[config.mk]
export PLATFORM = sky130hd
export DESIGN_NAME = bsfa_ram
export DESIGN_NICKNAME = d
export VERILOG_FILES = /design/src/rtl/bsfa_ram.sv
export SDC_FILE = /design/constraint.sdc
export NUM_CORES = 1
export LEC_CHECK = 0
export BUFFER_PORTS_ARGS = -buffer_cell sky130_fd_sc_hd__buf_4
export CAP_MARGIN = 20
export CORE_MARGIN = 5
export CORE_UTILIZATION = 42
export CTS_CLUSTER_DIAMETER = 40
export DETAILED_ROUTE_END_ITERATION = 8
export MAX_ROUTING_LAYER = met4
export PLACE_DENSITY = 0.55
export REMOVE_ABC_BUFFERS = 1
export SETUP_SLACK_MARGIN = 0.1
export SLEW_MARGIN = 40
export SYNTH_ARGS = -nofsm -noshare
export SYNTH_HDL_FRONTEND = slang
export SYNTH_SLANG_ARGS = --single-unit
[constraint.sdc]
create_clock -name clk_i -period 2.7 [get_ports clk_i]
set_input_delay 0.405 -clock clk_i [delete_from_list [all_inputs] [get_ports clk_i]]
set_output_delay 0.405 -clock clk_i [all_outputs]
set_load 0.005 [all_outputs]
[src/rtl/bsfa_ram.sv]
// ----------------------------------------------------------------------------
// bsfa_ram: generic single-port-write, single-port-read RAM
// One write and one registered read per cycle.
// ----------------------------------------------------------------------------
module bsfa_ram #(
  parameter int WIDTH = 8,
  parameter int DEPTH = 16
) (
  input  logic                     clk_i,
  input  logic                     we_i,
  input  logic [$clog2(DEPTH)-1:0] waddr_i,
  input  logic [WIDTH-1:0]         wdata_i,
  input  logic [$clog2(DEPTH)-1:0] raddr_i,
  output logic [WIDTH-1:0]         rdata_o
);

  logic [WIDTH-1:0] mem_q [DEPTH];

  // Write port and registered read port.
  always_ff @(posedge clk_i) begin
    if (we_i) begin
      mem_q[waddr_i] <= wdata_i;
    end
    rdata_o <= mem_q[raddr_i];
  end

endmodule

==> metrics <==
post-synth top area share=0.7467; multi-input logic area=0.001057 mm2; grt total ovfl=0; worst vdd ir=between 0.3 and 0.4 mV; clk buf depth=2; post-cts resize count=0; cell at the root of the clock tree=clkbuf_16; Register Area=~0.004 mm2; Cell Area, Placed=between 0.005 and 0.006 mm2; H-tree depth=4; Hold Path Sink=mem_q[13][1]$_DFFE_PP_; antenna-violating nets left=0; Hold Slack=303.3 ps; Worst Path Arrival=1650 ps; initial antenna violation count=0; Area Overhead vs Synth=20.95%; crit start category=primary input; Clock Sink Count=between 100 and 150; Synth Instances=approximately 230; top cells by area, synth=edfxtp_1, mux4_2, mux4_1; Cells after DPL=slightly above 400; Pwr Density=between 800 and 900 mW/mm2; # hold bufs at CTS=0; hold path cells=1; routed vias=between 2000 and 2500; CP Max Fanout=8; layout filler cell count=about 960; CP Cell Sequence=buf_4 -> or3b_2 -> nor2_1; pre-CTS WS=about 660 ps; drt initial violations=about 200; Final Instance Area=0.006226 mm2; Netlist Area Pre-Place=slightly above 0.005 mm2; Max Cap Viol=0; WL final=9.786 mm; YS warnings=0; Fin. Hold Viols=0; layout net count=~300; largest net degree at the start of global routing=30; CP Class=in2reg; vias in the first global route=about 2500; skew final=7.822 ps; # rows=40; GRT Overall Usage=0.1476; r2r setup slk=between 1000 and 1500 ps; Setup TNS=0 ps; LEAKAGE=about 2.1 nW; status=finished, final reports clean; final core utilization=0.5183; FF-to-FF End=rdata_o[5]$_DFF_P_; CTS clk-pin slew, worst paths=~50 ps; post-route setup slack=1084 ps; clock insertion delay at the later pin of the skew report=410 ps; die width=around 120 um; final slew viol count=0; Seq/Total Area, Yosys=0.7778; CTS tree=built; slowest stage delay, CP=620 ps; worst path required time=2730 ps; first-pass GRT wire length=14.52 mm; Final HPWL DP=between 6 and 7 mm; RSZ-0062 raised after global routing=false; CP Capture Type=flip-flop; CP bufs+invs=1; leading cell type in the layout, fill and taps excluded=edfxtp_1; share of cells above drive strength 1=0.3129; Setup Fix Bufs, Post-CTS=0; slew of the pin with the lowest slew margin=between 700 and 800 ps; Inserted Clock Buffers=17; Initial DRT Pass Iterations=4; Port Buffers=25; RD Place Congestion=about 0.7; min Tclk post-route=~1600 ps; slowest stage cell, crit path=nor2_1; crit-path leading delay family=simple AND/OR/NAND/NOR gates; # DRC=0; Antenna Cells=0; Post-Layout Cell Count=441; worst relative slew slack=0.4774; syn_area_per_cell=around 22 um2; Vias per Instance=roughly 5.4; height of the die=approximately 120 um; Final period util=0.5986; Netlist cell types=19; Synth area leader=edfxtp_1; Routed WL per cell=approximately 22 um; highest clock rate=618.8 MHz; FF+latch count, synth=around 140; worst reg2reg path depth=3; worst hold path class=in2reg; Initial Util=0.4285; Core Region=0.01201 mm2; Tot Pwr=between 5 and 6 mW; commonest non-fill, non-tap cells in the layout=edfxtp_1, buf_4, mux4_2; hold path start=wdata_i[1]; FF-to-FF Start=mem_q[1][5]$_DFFE_PP_; Ports=26; Final setup violation count=0; full die area=approximately 0.015 mm2
-- registers in the layout, indices dropped and copies added, names as in the netlist --
name / count
mem_q: 128
rdata_o: 8
-- how the worst max path moves through the flow --
| stage | from | to | slack (ps) | depth (start not counted) |
|---|---|---|---|---|
| after floorplan | waddr_i[2] | mem_q[0][0]$_DFFE_PP_ | 800 | 2 |
| after global placement | waddr_i[2] | mem_q[3][7]$_DFFE_PP_ | 670 | 3 |
| after detailed placement | waddr_i[2] | mem_q[3][4]$_DFFE_PP_ | 660 | 3 |
| after CTS | waddr_i[2] | mem_q[3][6]$_DFFE_PP_ | 1100 | 3 |
| after global routing | waddr_i[2] | mem_q[3][6]$_DFFE_PP_ | 1040 | 3 |
| final | waddr_i[2] | mem_q[3][2]$_DFFE_PP_ | 1080 | 3 |
-- cell type report --
cell class / count / share of cell area
Clock buffer: 20 / 0.07174
Clock inverter: 12 / 0.03195
Sequential cell: 136 / 0.6431
Timing Repair Buffer: 43 / 0.05386
Tap cell: 147 / 0.02954
Multi-Input combinational cell: 83 / 0.1698
-- report_power, final --
part           leakage (nW)  internal (mW)  switching, mW
clock network         0.302           1.66          0.805
registers              1.22           2.36         0.0153
logic                 0.590          0.108          0.120
total                  2.12           4.13          0.940
-- cell families after synthesis --
logic type	synth area share
AOI/OAI and AO/OA	0.02334
buffers and inverters	0.01677
DFF	0.7778
muxes	0.1502
and+or+nand+nor	0.03184
-- routing by layer --
metal	GRT usage	vias to the layer above	wire, um
met4	0.05949	0	87
met1	0.1943	1238	4606
met2	0.2159	71	4612
met5	-	-	0
li1	-	1076	-
met3	0.04537	8	479
-- synthesized netlist by cell type --
library cell     count
mux4_2              18
and2_1               1
or3b_2               1
nand2_1              9
nor2_1              13
nand3_1              1
nor2b_1              1
buf_4                1
edfxtp_1           128
nand2b_1             2
a22oi_1             16
nor3_1               4
mux4_1              14
buf_2                3
dfxtp_1              8
and2b_1              1
clkdlybuf4s25_2      3
nand3b_1             2
buf_6                3
(Power assumes the default switching activity.)
