--- config.mk ---
export PLATFORM = sky130hd
export DESIGN_NAME = bsfa_div
export DESIGN_NICKNAME = d
export VERILOG_FILES = /design/src/rtl/bsfa_pkg.sv /design/src/rtl/bsfa_div.sv
export SDC_FILE = /design/constraint.sdc
export NUM_CORES = 1
export LEC_CHECK = 0
export BUFFER_PORTS_ARGS = -buffer_cell sky130_fd_sc_hd__buf_4
export CAP_MARGIN = 40
export CELL_PAD_IN_SITES_DETAIL_PLACEMENT = 1
export CELL_PAD_IN_SITES_GLOBAL_PLACEMENT = 1
export CORE_ASPECT_RATIO = 0.9
export CORE_MARGIN = 3
export CORE_UTILIZATION = 25
export CTS_BUF_LIST = sky130_fd_sc_hd__clkbuf_16
export CTS_CLUSTER_SIZE = 30
export DETAILED_ROUTE_END_ITERATION = 16
export GPL_TIMING_DRIVEN = 0
export HOLD_SLACK_MARGIN = 0.05
export PLACE_DENSITY = 0.55
export SLEW_MARGIN = 20
export SYNTH_ARGS = -nofsm -noshare
export SYNTH_HDL_FRONTEND = slang
export SYNTH_SLANG_ARGS = --single-unit
--- constraint.sdc ---
create_clock -name clk_i -period 5.8 [get_ports clk_i]
set_input_delay 1.74 -clock clk_i [delete_from_list [all_inputs] [get_ports clk_i]]
set_output_delay 1.74 -clock clk_i [all_outputs]
set_load 0.05 [all_outputs]
--- src/rtl/bsfa_pkg.sv ---
// ----------------------------------------------------------------------------
// bsfa_pkg: shared definitions of the line-current field accumulator
// Widths, command and status codes, the sequencer state type and the
// status bundle of the shared divide unit.
// ----------------------------------------------------------------------------
package bsfa_pkg;

  // Wire table size and the widths that follow from it.
  localparam int MAX_WIRES = 64;
  localparam int IDX_W     = $clog2(MAX_WIRES);
  localparam int CNT_W     = $clog2(MAX_WIRES + 1);

  // Field widths.
  localparam int CMD_W    = 2;
  localparam int POS_W    = 16;
  localparam int AMPS_W   = 15;
  localparam int STATUS_W = 2;
  localparam int FIELD_W  = 32;
  localparam int MAG_W    = 31;
  localparam int DIR_W    = 16;
  localparam int SCALE_W  = 16;
  localparam int CUT_W    = 15;

  // One table entry holds x, y and the current.
  localparam int ENTRY_W = 2 * POS_W + AMPS_W;

  // Configuration port.
  localparam int CFG_IDX_W  = 1;
  localparam int CFG_DATA_W = 16;
  localparam logic [CFG_IDX_W-1:0] CFG_FIELD_SCALE = 1'd0;
  localparam logic [CFG_IDX_W-1:0] CFG_CUTOFF      = 1'd1;
  localparam logic [SCALE_W-1:0]   SCALE_RESET     = 16'd655;
  localparam logic [CUT_W-1:0]     CUTOFF_RESET    = 15'd655;

  // Commands.
  localparam logic [CMD_W-1:0] CMD_ADD   = 2'd0;
  localparam logic [CMD_W-1:0] CMD_CLEAR = 2'd1;
  localparam logic [CMD_W-1:0] CMD_QUERY = 2'd2;

  // Result status codes.
  localparam logic [STATUS_W-1:0] STATUS_OK   = 2'd0;
  localparam logic [STATUS_W-1:0] STATUS_FULL = 2'd1;
  localparam logic [STATUS_W-1:0] STATUS_SAT  = 2'd2;

  // Divide unit: unsigned numerator, divisor and quotient widths.
  localparam int DIV_NUM_W = 50;
  localparam int DIV_DEN_W = 34;
  localparam int DIV_Q_W   = 33;
  localparam int DIV_CNT_W = $clog2(DIV_Q_W + 1);

  // Square root: number of two-bit digits of a 64-bit radicand.
  localparam int SQ_W     = 64;
  localparam int ROOT_W   = 32;
  localparam int SQ_CNT_W = $clog2(ROOT_W);

  typedef struct packed {
    logic busy;
    logic done;
  } bsfa_div_stat_t;

  typedef enum logic [4:0] {
    S_IDLE,
    S_EMIT,
    S_C2,
    S_RD,
    S_LOAD,
    S_M0,
    S_M1,
    S_M2,
    S_M3,
    S_CHK,
    S_DIVW,
    S_NXT,
    S_SC0,
    S_SC1,
    S_SC2,
    S_SC3,
    S_SQ0,
    S_SQ1,
    S_SQ2,
    S_SQ3,
    S_SQI,
    S_SQRT,
    S_DIRST,
    S_DIRW
  } bsfa_state_e;

endpackage

--- src/rtl/bsfa_div.sv ---
// ----------------------------------------------------------------------------
// bsfa_div: two-lane restoring divider with a shared divisor
// Divides two unsigned numerators by one divisor, one quotient bit per
// cycle in each lane. The quotient must fit in DIV_Q_W bits.
// ----------------------------------------------------------------------------
module bsfa_div (
  input  logic                           clk_i,
  input  logic                           rst_ni,
  input  logic                           start_i,
  input  logic [bsfa_pkg::DIV_NUM_W-1:0] num_x_i,
  input  logic [bsfa_pkg::DIV_NUM_W-1:0] num_y_i,
  input  logic [bsfa_pkg::DIV_DEN_W-1:0] den_i,
  output bsfa_pkg::bsfa_div_stat_t       stat_o,
  output logic [bsfa_pkg::DIV_Q_W-1:0]   quo_x_o,
  output logic [bsfa_pkg::DIV_Q_W-1:0]   quo_y_o
);
  import bsfa_pkg::*;

  typedef struct packed {
    logic [DIV_DEN_W-1:0] rem;
    logic [DIV_Q_W-1:0]   lo;
  } lane_t;

  logic                 busy_q, busy_d;
  logic                 done_q, done_d;
  logic [DIV_CNT_W-1:0] cnt_q, cnt_d;
  logic [DIV_DEN_W-1:0] den_q;
  lane_t                lx_q, ly_q;

  // One restoring step: shift in the next numerator bit, subtract if it fits.
  function automatic lane_t div_step(lane_t l, logic [DIV_DEN_W-1:0] den);
    logic [DIV_DEN_W:0] t;
    logic               ge;
    lane_t              r;
    t     = {l.rem, l.lo[DIV_Q_W-1]};
    ge    = (t >= {1'b0, den});
    r.rem = ge ? DIV_DEN_W'(t - {1'b0, den}) : t[DIV_DEN_W-1:0];
    r.lo  = {l.lo[DIV_Q_W-2:0], ge};
    return r;
  endfunction

  // Control: count the quotient bits and flag the last one.
  always_comb begin
    busy_d = busy_q;
    done_d = 1'b0;
    cnt_d  = cnt_q;
    if (start_i) begin
      busy_d = 1'b1;
      cnt_d  = DIV_CNT_W'(DIV_Q_W);
    end else if (busy_q) begin
      cnt_d = cnt_q - 1'b1;
      if (cnt_q == DIV_CNT_W'(1)) begin
        busy_d = 1'b0;
        done_d = 1'b1;
      end
    end
  end

  always_ff @(posedge clk_i or negedge rst_ni) begin
    if (!rst_ni) begin
      busy_q <= 1'b0;
      done_q <= 1'b0;
      cnt_q  <= '0;
    end else begin
      busy_q <= busy_d;
      done_q <= done_d;
      cnt_q  <= cnt_d;
    end
  end

  // Datapath: the high numerator bits seed the partial remainder.
  always_ff @(posedge clk_i) begin
    if (start_i) begin
      den_q   <= den_i;
      lx_q.rem <= DIV_DEN_W'(num_x_i[DIV_NUM_W-1:DIV_Q_W]);
      lx_q.lo  <= num_x_i[DIV_Q_W-1:0];
      ly_q.rem <= DIV_DEN_W'(num_y_i[DIV_NUM_W-1:DIV_Q_W]);
      ly_q.lo  <= num_y_i[DIV_Q_W-1:0];
    end else if (busy_q) begin
      lx_q <= div_step(lx_q, den_q);
      ly_q <= div_step(ly_q, den_q);
    end
  end

  assign stat_o.busy = busy_q;
  assign stat_o.done = done_q;
  assign quo_x_o     = lx_q.lo;
  assign quo_y_o     = ly_q.lo;

endmodule

==> reports/metrics.csv, run 1 <==
stage,metric,value,unit
timing,Period minus WS final,4.49,ns
clocking,Clock Path Buffers,2,
placement,Port Buffers,204,
logic_synthesis,Yosys warning total,0,
timing,fmax,223,MHz
logic_synthesis,sequential share of the synthesized area,41.4,%
layout,Diodes inserted,0,
timing,max-slew violations,0,
setup_path,Startpoint Class,primary input,
timing,count of final hold-check violations,0,
setup_path,"Req. time, crit path",5.98,ns
floorplan,Core Rows,75,
grt,met1 GRT Util,22.2,%
layout,post-route cell area,14900,sq um
layout,layout cells sized above 1,30.9,%
routing,DR vias/cell,4.83,
layout,post-layout util,31.8,%
run_status,outcome,completed,
floorplan,Die ar.,50100,sq um
grt,Top Usage Layer GRT,met2,
logic_synthesis,top_reg_cell synth,edfxtp_1,
clocking,hold_buf cts,0,
setup_path,CP max stage delay,0.58,ns
floorplan,core area,46700,sq um
clocking,Clock Sinks,176,
grt,GRT Residual Overflow,0,
logic_synthesis,Mapped Cells,1186,
timing,setup_tns,0,ns
hold_path,Min-Delay Path Class,reg2reg,
clocking,CTS tree,yes,
setup_path,WS Path Type,in2reg,
routing,Post-Route WL,41500,um
floorplan,initial core utilization,25.4,%
logic_synthesis,ranking of synthesized cells by area,"edfxtp_1 34%, mux2_2 8.4%, ha_1 7.4%",
run,max_cap viols,0,
setup_path,worst-path maximum fanout,35,
logic_synthesis,"count leader, synth",edfxtp_1,
routing,1st-pass router iterations,4,
routing,routed len/inst,20.3,um
routing,drt drc,0,
routing,post-route ant nets,0,
pwr,Pwr Density,522,nW/um^2
pwr,Lkg Pwr,6.39,nW
placement,dpl cell area,14300,sq um
floorplan,Die Wd,236,um
pwr,Peak VDD IR,262,uV
timing,RSZ-0062 raised after global routing,false,
setup_path,CP arrival,4.67,ns
setup_path,CP max-delay cell,clkbuf_1,
grt,GR Layer Usage met3,3.63,%
logic_synthesis,syn_area_per_cell,9.99,sq um
clocking,Clk Tree Root Cell,clkbuf_16,
clocking,H-Tree Depth,4,
setup_path,CP cell instances,buf_4 -> clkbuf_1 -> clkbuf_1 -> clkbuf_1 -> buf_6 -> buf_1 -> a21oi_1,
floorplan,die height,213,um
clocking,clock slew at reported path FFs,0.07,ns
placement,hpwl dp,32200,um
grt,first-pass GRT wire length,62300,um
clocking,PostCTS Resize Cnt,0,
layout,Layout area overhead,25.5,%
logic_synthesis,async set-or-reset flop fraction in the synthesized netlist,4.55,%
logic_synthesis,"top cells by count, synth","134 x edfxtp_1, 101 x a21oi_1, 88 x mux2_2",
logic_synthesis,area share of the largest cell type after synthesis,33.9,%
layout,Finished Layout Cells,2045,
logic_synthesis,cell taking the most area after synthesis,edfxtp_1,
grt,Global Route Usage Sum,16.4,%
clocking,postcts setup bufs,0,
timing,Worst Tran Pin Value,0.794,ns
floorplan,IO Pins,205,
placement,Placer Congestion,0.820,
logic_synthesis,Post-synth EDFFs,134,
setup_path,CP endpoint kind,flop,
logic_synthesis,"FF+latch count, synth",176,
placement,Placed Cells,2012,
pwr,Final Power,0.00776,W
grt,vias in the first global route,10200,
clocking,"Clk Latency, worst-skew pair",0.47,ns
layout,NumNets Final,1626,
logic_synthesis,Post-Syn Nets,1395,
grt,GR Util met2,26.1,%
timing,Final Cycle Share,77.4,%
timing,Final Skew,0.0156,ns
routing,DR iter-0 viols,548,
routing,via count,9876,
grt,initial antenna violation count,1,
timing,final setup fails,0,
grt,largest net degree at the start of global routing,57,
setup_path,"most used cell, CP",clkbuf_1,
clocking,cts bufs inserted,17,
logic_synthesis,Cell variety after synth,73,
timing,Relative slew margins,47.0,%
logic_synthesis,Post-Syn Area,11900,sq um
setup_path,Reg2Reg Setup Slack,2.07,ns
report_power, final:
part / switching [W] / total, W / internal [W]
Combinational: 0.00268 / 0.00443 / 0.00175
Sequential: 0.000256 / 0.00207 / 0.00181
Clock: 0.000572 / 0.00126 / 0.000685
flip-flops by register name (all words and copies together) (netlist names):
signal / count
quo_y_o: 33
den_q: 34
ly_q: 34
lx_q: 34
busy_q: 1
done_q: 1
cnt_q: 6
quo_x_o: 33
layout make-up:
| class | count | area [sq um] |
|---|---|---|
| well taps | 616 | 771 |
| flip-flops and latches | 176 | 4900 |
| repair buffers | 212 | 1640 |
| multi-input cells | 818 | 5880 |
| fillers | 5375 | 31900 |
| clock buffers | 17 | 425 |
| plain buffers | 126 | 822 |
| inverters | 66 | 253 |
| clock inverters | 14 | 179 |
kinds of logic (layout without fill, tap and decap cells):
logic type	count (synthesis)	after routing	synth area share (%)
flip-flops	176	176	41.4
adder cells (fa/ha/maj)	72	72	7.73
multiplexers	90	90	8.53
buffers and inverters	192	435	9.03
AND/OR/NAND/NOR	283	283	11.3
XOR/XNOR	57	57	4.21
AO/OA/AOI/OAI	316	316	17.8
worst max-delay path: cells and delay by family:
| family | cells | cell delay [ns] |
|---|---|---|
| AOI/OAI and AO/OA | 1 | 0.16 |
| buffers and inverters | 6 | 2.71 |
per-stage QoR:
step                      setup slack [ns]  hold WS (ns)
after floorplan                       1.04         0.444
after global placement               -2.00         0.464
after detailed placement             0.654         0.483
after CTS                             1.15         0.494
after global routing                  1.09         0.516
final                                 1.31         0.497
layout by cell type (no fill, tap or decap), types with 17 or more instances in the layout:
cell       count
o21ai_0       43
nand2_1       75
xnor2_1       31
a21o_1        40
nand4_1       18
clkbuf_16     17
nor3_1        18
mux2_2        88
ha_1          70
nand3_1       24
dfxtp_1       34
nor2_1        84
clkbuf_1      27
buf_4        274
xor2_1        26
inv_1         66
a21oi_1      101
edfxtp_1     134
worst paths after layout:
path                       cells past startpoint             startpoint               endpoint
max                                            7                start_i     ly_q[48]$_DFFE_PP_
min                                            2  lx_q[51]$_SDFFE_PP0P_  lx_q[51]$_SDFFE_PP0P_
max reg2reg                                   14    den_q[22]$_DFFE_PP_     lx_q[48]$_DFFE_PP_
min reg2reg                                    2  lx_q[51]$_SDFFE_PP0P_  lx_q[51]$_SDFFE_PP0P_
max in group asynchronous                      1                 rst_ni   cnt_q[5]$_DFFE_PN0P_
min in group asynchronous                      1                 rst_ni   cnt_q[2]$_DFFE_PN0P_
metal layers:
| layer | share of wire, % | wire length [um] |
|---|---|---|
| met1 | 48 | 19800 |
| met2 | 46 | 19000 |
| met3 | 4.4 | 1830 |
| met4 | 2.0 | 823 |
| met5 | 0 | 0 |
Note: power is estimated with default switching activity, not from simulation.
==> inputs of run 2 (changes only) <==
clock period = 4.2 ns   (was 5.8 ns; I/O delays follow)
==> reports/metrics.csv, run 2 (synthesis gave the netlist of run 1 again) <==
stage,metric,value,unit
run_status,outcome,completed,
routing,via count,9775,
clocking,"Clk Latency, worst-skew pair",0.47,ns
layout,post-layout util,31.9,%
clocking,clock slew at reported path FFs,0.08,ns
pwr,Pwr Density,714,nW/um^2
setup_path,CP endpoint kind,flop,
timing,max-slew violations,0,
grt,initial antenna violation count,0,
setup_path,CP arrival,4.09,ns
layout,most frequent cells in the layout,"276 x buf_4, 134 x edfxtp_1, 101 x a21oi_1",
timing,Final Cycle Share,93.2,%
setup_path,"most used cell, CP",clkbuf_1,
timing,Relative slew margins,40.2,%
setup_path,WS Path Type,in2reg,
routing,drt drc,0,
routing,DR iter-0 viols,514,
floorplan,Die ar.,50100,sq um
routing,DR vias/cell,4.77,
setup_path,Startpoint Class,primary input,
clocking,cts bufs inserted,17,
timing,Final Skew,0.0194,ns
timing,Worst Tran Pin Value,0.897,ns
timing,count of final hold-check violations,0,
clocking,postcts setup bufs,2,
floorplan,initial core utilization,25.4,%
setup_path,CP max-delay cell,clkbuf_1,
setup_path,"Req. time, crit path",4.38,ns
timing,RSZ-0062 raised after global routing,false,
floorplan,Core Rows,75,
pwr,Peak VDD IR,400,uV
layout,NumNets Final,1629,
clocking,hold_buf cts,0,
floorplan,IO Pins,205,
timing,fmax,255,MHz
setup_path,worst-path maximum fanout,35,
floorplan,Die Wd,236,um
setup_path,CP cell instances,buf_4 -> clkbuf_1 -> buf_6 -> clkbuf_1 -> clkbuf_1 -> buf_6 -> buf_1 -> a21oi_1,
setup_path,worst reg2reg path startpoint,den_q[14]$_DFFE_PP_,
floorplan,core area,46700,sq um
routing,Post-Route WL,41400,um
floorplan,die height,213,um
run,max_cap viols,0,
routing,routed len/inst,20.2,um
clocking,Clock Sinks,176,
setup_path,Crit path buffers/inverters,7,
clocking,PostCTS Resize Cnt,0,
layout,layout cells sized above 1,31.2,%
clocking,H-Tree Depth,4,
grt,largest net degree at the start of global routing,36,
timing,setup_tns,0,ns
grt,GRT Residual Overflow,0,
pwr,Lkg Pwr,6.41,nW
placement,hpwl dp,32500,um
grt,first-pass GRT wire length,61900,um
layout,biggest regs,"den_q x34, lx_q x34, ly_q x34",
timing,final setup fails,0,
placement,Port Buffers,204,
clocking,Clk Tree Root Cell,clkbuf_16,
grt,vias in the first global route,10100,
setup_path,CP max stage delay,0.54,ns
placement,Placer Congestion,0.820,
timing,Period minus WS final,3.92,ns
timing,hold_ws,0.491,ns
clocking,CTS tree,yes,
layout,Layout area overhead,25.9,%
hold_path,Hold Crit Start,lx_q[51]$_SDFFE_PP0P_,
setup_path,crit path from,start_i,
routing,1st-pass router iterations,5,
layout,"most common cell after layout, fill and taps aside",buf_4,
routing,post-route ant nets,0,
clocking,Clock Path Buffers,2,
layout,Diodes inserted,0,
setup_path,CP top delay family,buffers and inverters,
hold_path,Min-Delay Path Class,reg2reg,
layout,Layout fillers,5352,
grt,Global Route Usage Sum,16.2,%
==> run 2: final timing paths <==
kind	endpoint	slack, ns	cells after the start
min reg2reg	lx_q[51]$_SDFFE_PP0P_	0.49	2
min	lx_q[51]$_SDFFE_PP0P_	0.49	2
min in group asynchronous	cnt_q[4]$_DFFE_PN0P_	0.60	1
max in group asynchronous	cnt_q[5]$_DFFE_PN0P_	3.46	1
max	ly_q[48]$_DFFE_PP_	0.28	8
max reg2reg	lx_q[48]$_DFFE_PP_	0.45	12
==> run 2: metrics by stage <==
stage	setup slack, ns	instances	instance area, sq um	total power [W]
floorplan	0.116	1186	11900	0.00720
global placement	-2.85	2006	14200	0.00891
detailed placement	-0.672	2015	14300	0.00900
CTS	0.174	2049	14900	0.0107
global route	0.0555	2049	14900	0.0115
finish	0.285	2049	14900	0.0107
==> run 2: tightest hold or removal path, stage by stage, from the launching register on <==
cell	delay, ns
dfxtp_1	0.34
nand2_1	0.06
o21ai_1	0.05
==> run 2: power breakdown <==
part	internal, W	switching (W)	total, W
registers	0.00250	0.000357	0.00286
clock network	0.000802	0.000866	0.00167
logic	0.00243	0.00370	0.00613
total	0.00573	0.00492	0.0107
==> run 2: layer usage <==
layer	track usage [%]	vias up	wire (um)
met4	3.61	0	584
li1	-	4744	-
met5	0	-	0
met1	22.5	4826	19900
met3	3.68	27	1870
met2	25.9	178	19100
==> run 2: final cells by class <==
cell class | count | area [sq um] | share of cell area, %
multi-input combinational | 818 | 5880 | 39.4
sequential | 176 | 4900 | 32.9
timing repair buffer | 215 | 1710 | 11.4
buffer | 126 | 822 | 5.51
tap | 616 | 771 | 5.16
clock buffer | 17 | 425 | 2.85
inverter | 66 | 251 | 1.69
clock inverter | 15 | 165 | 1.11
==> inputs of run 3 (changes only) <==
REMOVE_ABC_BUFFERS = 1   (was not set)
==> reports/metrics.csv, run 3 (synthesis gave the netlist of run 1 again) <==
stage,metric,value,unit
pwr,P_int,0.00554,W
setup_path,WS Path Type,reg2reg,
floorplan,initial core utilization,25.4,%
timing,Final Cycle Share,87.5,%
pwr,combinational share of power,55.4,%
setup_path,CP endpoint kind,flop,
routing,1st-pass router iterations,4,
placement,hpwl dp,27800,um
hold_path,Min-Delay Path Class,reg2reg,
timing,hold_ws,0.493,ns
routing,Post-Route WL,36100,um
timing,Relative slew margins,45.6,%
floorplan,die height,213,um
grt,first-pass GRT wire length,56300,um
pwr,Lkg Pwr,5.92,nW
layout,layout cells sized above 1,27.2,%
clocking,clock slew at reported path FFs,0.08,ns
pwr,Pwr Density,712,nW/um^2
timing,count of final hold-check violations,0,
setup_path,r2r worst-path depth,13,
grt,initial antenna violation count,3,
layout,biggest regs,"den_q x34, lx_q x34, ly_q x34",
routing,post-route ant nets,0,
layout,"most common cell after layout, fill and taps aside",buf_4,
clocking,Clock Path Buffers,2,
setup_path,"most used cell, CP",a21oi_1,
clocking,hold_buf cts,0,
floorplan,Core Rows,75,
setup_path,"Req. time, crit path",4.39,ns
timing,Worst Tran Pin Value,0.812,ns
clocking,PostCTS Resize Cnt,0,
setup_path,worst reg2reg path startpoint,den_q[1]$_DFFE_PP_,
clocking,postcts setup bufs,0,
pwr,Reg power frac,28.5,%
placement,Placer Congestion,0.801,
setup_path,Worst R2R End,ly_q[36]$_DFFE_PP_,
timing,final setup fails,0,
setup_path,worst-path maximum fanout,26,
layout,Layout area overhead,19.1,%
grt,GRT Residual Overflow,0,
timing,Period minus WS final,3.67,ns
timing,setup_tns,0,ns
grt,vias in the first global route,9801,
pwr,P_sw,0.00451,W
floorplan,Die ar.,50100,sq um
setup_path,Setup crit end,ly_q[36]$_DFFE_PP_,
clocking,H-Tree Depth,4,
routing,drt drc,0,
setup_path,Crit path depth,13,
run_status,outcome,completed,
pwr,Sw Share,44.9,%
setup_path,CP max stage delay,0.49,ns
setup_path,CP max-delay cell,edfxtp_1,
setup_path,Reg2Reg Setup Slack,0.53,ns
timing,RSZ-0062 raised after global routing,false,
timing,fmax,272,MHz
floorplan,IO Pins,205,
pwr,clock share of power,16.2,%
pwr,Peak VDD IR,329,uV
run,max_cap viols,0,
layout,NumNets Final,1502,
routing,via count,9227,
clocking,Clk Tree Root Cell,clkbuf_16,
routing,routed len/inst,18.8,um
floorplan,Die Wd,236,um
setup_path,CP cell instances,inv_1 -> ha_1 -> nor2b_1 -> o21ai_0 -> nand2b_1 -> a21oi_1 -> a21oi_2 -> a31oi_4 -> o31a_2 -> buf_16 -> nor2_1 -> a211oi_1 -> a21oi_1,
setup_path,Startpoint Class,flop,
clocking,"Clk Latency, worst-skew pair",0.46,ns
setup_path,crit path from,den_q[1]$_DFFE_PP_,
grt,largest net degree at the start of global routing,67,
placement,Port Buffers,204,
floorplan,core area,46700,sq um
routing,DR iter-0 viols,357,
clocking,cts bufs inserted,17,
clocking,CTS tree,yes,
clocking,Clock Sinks,176,
routing,DR vias/cell,4.80,
timing,max-slew violations,0,
timing,Final Skew,0.0166,ns
grt,Global Route Usage Sum,14.4,%
setup_path,CP top delay family,compound AO/OA/AOI/OAI gates,
layout,most frequent cells in the layout,"203 x buf_4, 134 x edfxtp_1, 101 x a21oi_1",
setup_path,Crit path buffers/inverters,2,
setup_path,CP arrival,3.86,ns
## run 3: changes by cell type in the layout (fill, tap and decap cells not counted), moves of 6 or more
cell and delta:
buf_1 -6, buf_4 -73, buf_2 -14, clkbuf_1 -25, buf_6 -11, inv_6 +6
## run 3: how the worst min path moves through the flow
stage / startpoint / cells after the start / slack, ns / end
final: lx_q[51]$_SDFFE_PP0P_ / 2 / 0.49 / lx_q[51]$_SDFFE_PP0P_
after global routing: lx_q[51]$_SDFFE_PP0P_ / 2 / 0.51 / lx_q[51]$_SDFFE_PP0P_
after CTS: lx_q[51]$_SDFFE_PP0P_ / 2 / 0.50 / lx_q[51]$_SDFFE_PP0P_
after detailed placement: lx_q[51]$_SDFFE_PP0P_ / 2 / 0.49 / lx_q[51]$_SDFFE_PP0P_
after global placement: lx_q[51]$_SDFFE_PP0P_ / 2 / 0.46 / lx_q[51]$_SDFFE_PP0P_
after floorplan: lx_q[51]$_SDFFE_PP0P_ / 2 / 0.44 / lx_q[51]$_SDFFE_PP0P_
## run 3: cell type report
class | count | area [sq um]
Fill cell | 5318 | 32600
Multi-Input combinational cell | 818 | 5890
Sequential cell | 176 | 4910
Timing Repair Buffer | 214 | 1730
Tap cell | 616 | 771
Clock buffer | 17 | 425
Inverter | 66 | 253
Clock inverter | 15 | 144
Antenna cell | 1 | 2.50
## run 3: worst register-to-register path: stages, from the launching register on
cell and delay [ns]:
edfxtp_1 0.49, inv_1 0.16, ha_1 0.34, nor2b_1 0.14
o21ai_0 0.19, nand2b_1 0.14, a21oi_1 0.33, a21oi_2 0.17
a31oi_4 0.36, o31a_2 0.47, buf_16 0.23, nor2_1 0.07
a211oi_1 0.25, a21oi_1 0.06
## run 3: through the flow
step	util, %	cell area, sq um	setup slack, ns	instances	power, W
2_1_floorplan	-	11000	-0.235	1060	0.00677
3_3_place_gp	28.5	13300	-4.06	1880	0.00827
3_5_place_dp	29.0	13500	0.446	1889	0.00849
4_1_cts	30.2	14100	0.418	1921	0.0102
5_1_grt	30.2	14100	0.254	1922	0.0109
6_report	30.2	14100	0.527	1923	0.0101
## run 3: power groups by stage
stage               logic (W)  registers [W]  clock network, W
floorplan             0.00343        0.00334                 0
global placement      0.00535        0.00293                 0
detailed placement    0.00559        0.00289                 0
CTS                   0.00562        0.00287           0.00169
global route          0.00620        0.00294           0.00176
finish                0.00557        0.00286           0.00163
## run 3: routing by layer
metal	track usage, %	routed length (um)	up-vias
li1	-	-	4485
met2	23.2	16300	212
met5	0	16	-
met4	2.41	245	4
met1	18.6	16600	4509
met3	5.80	3010	17
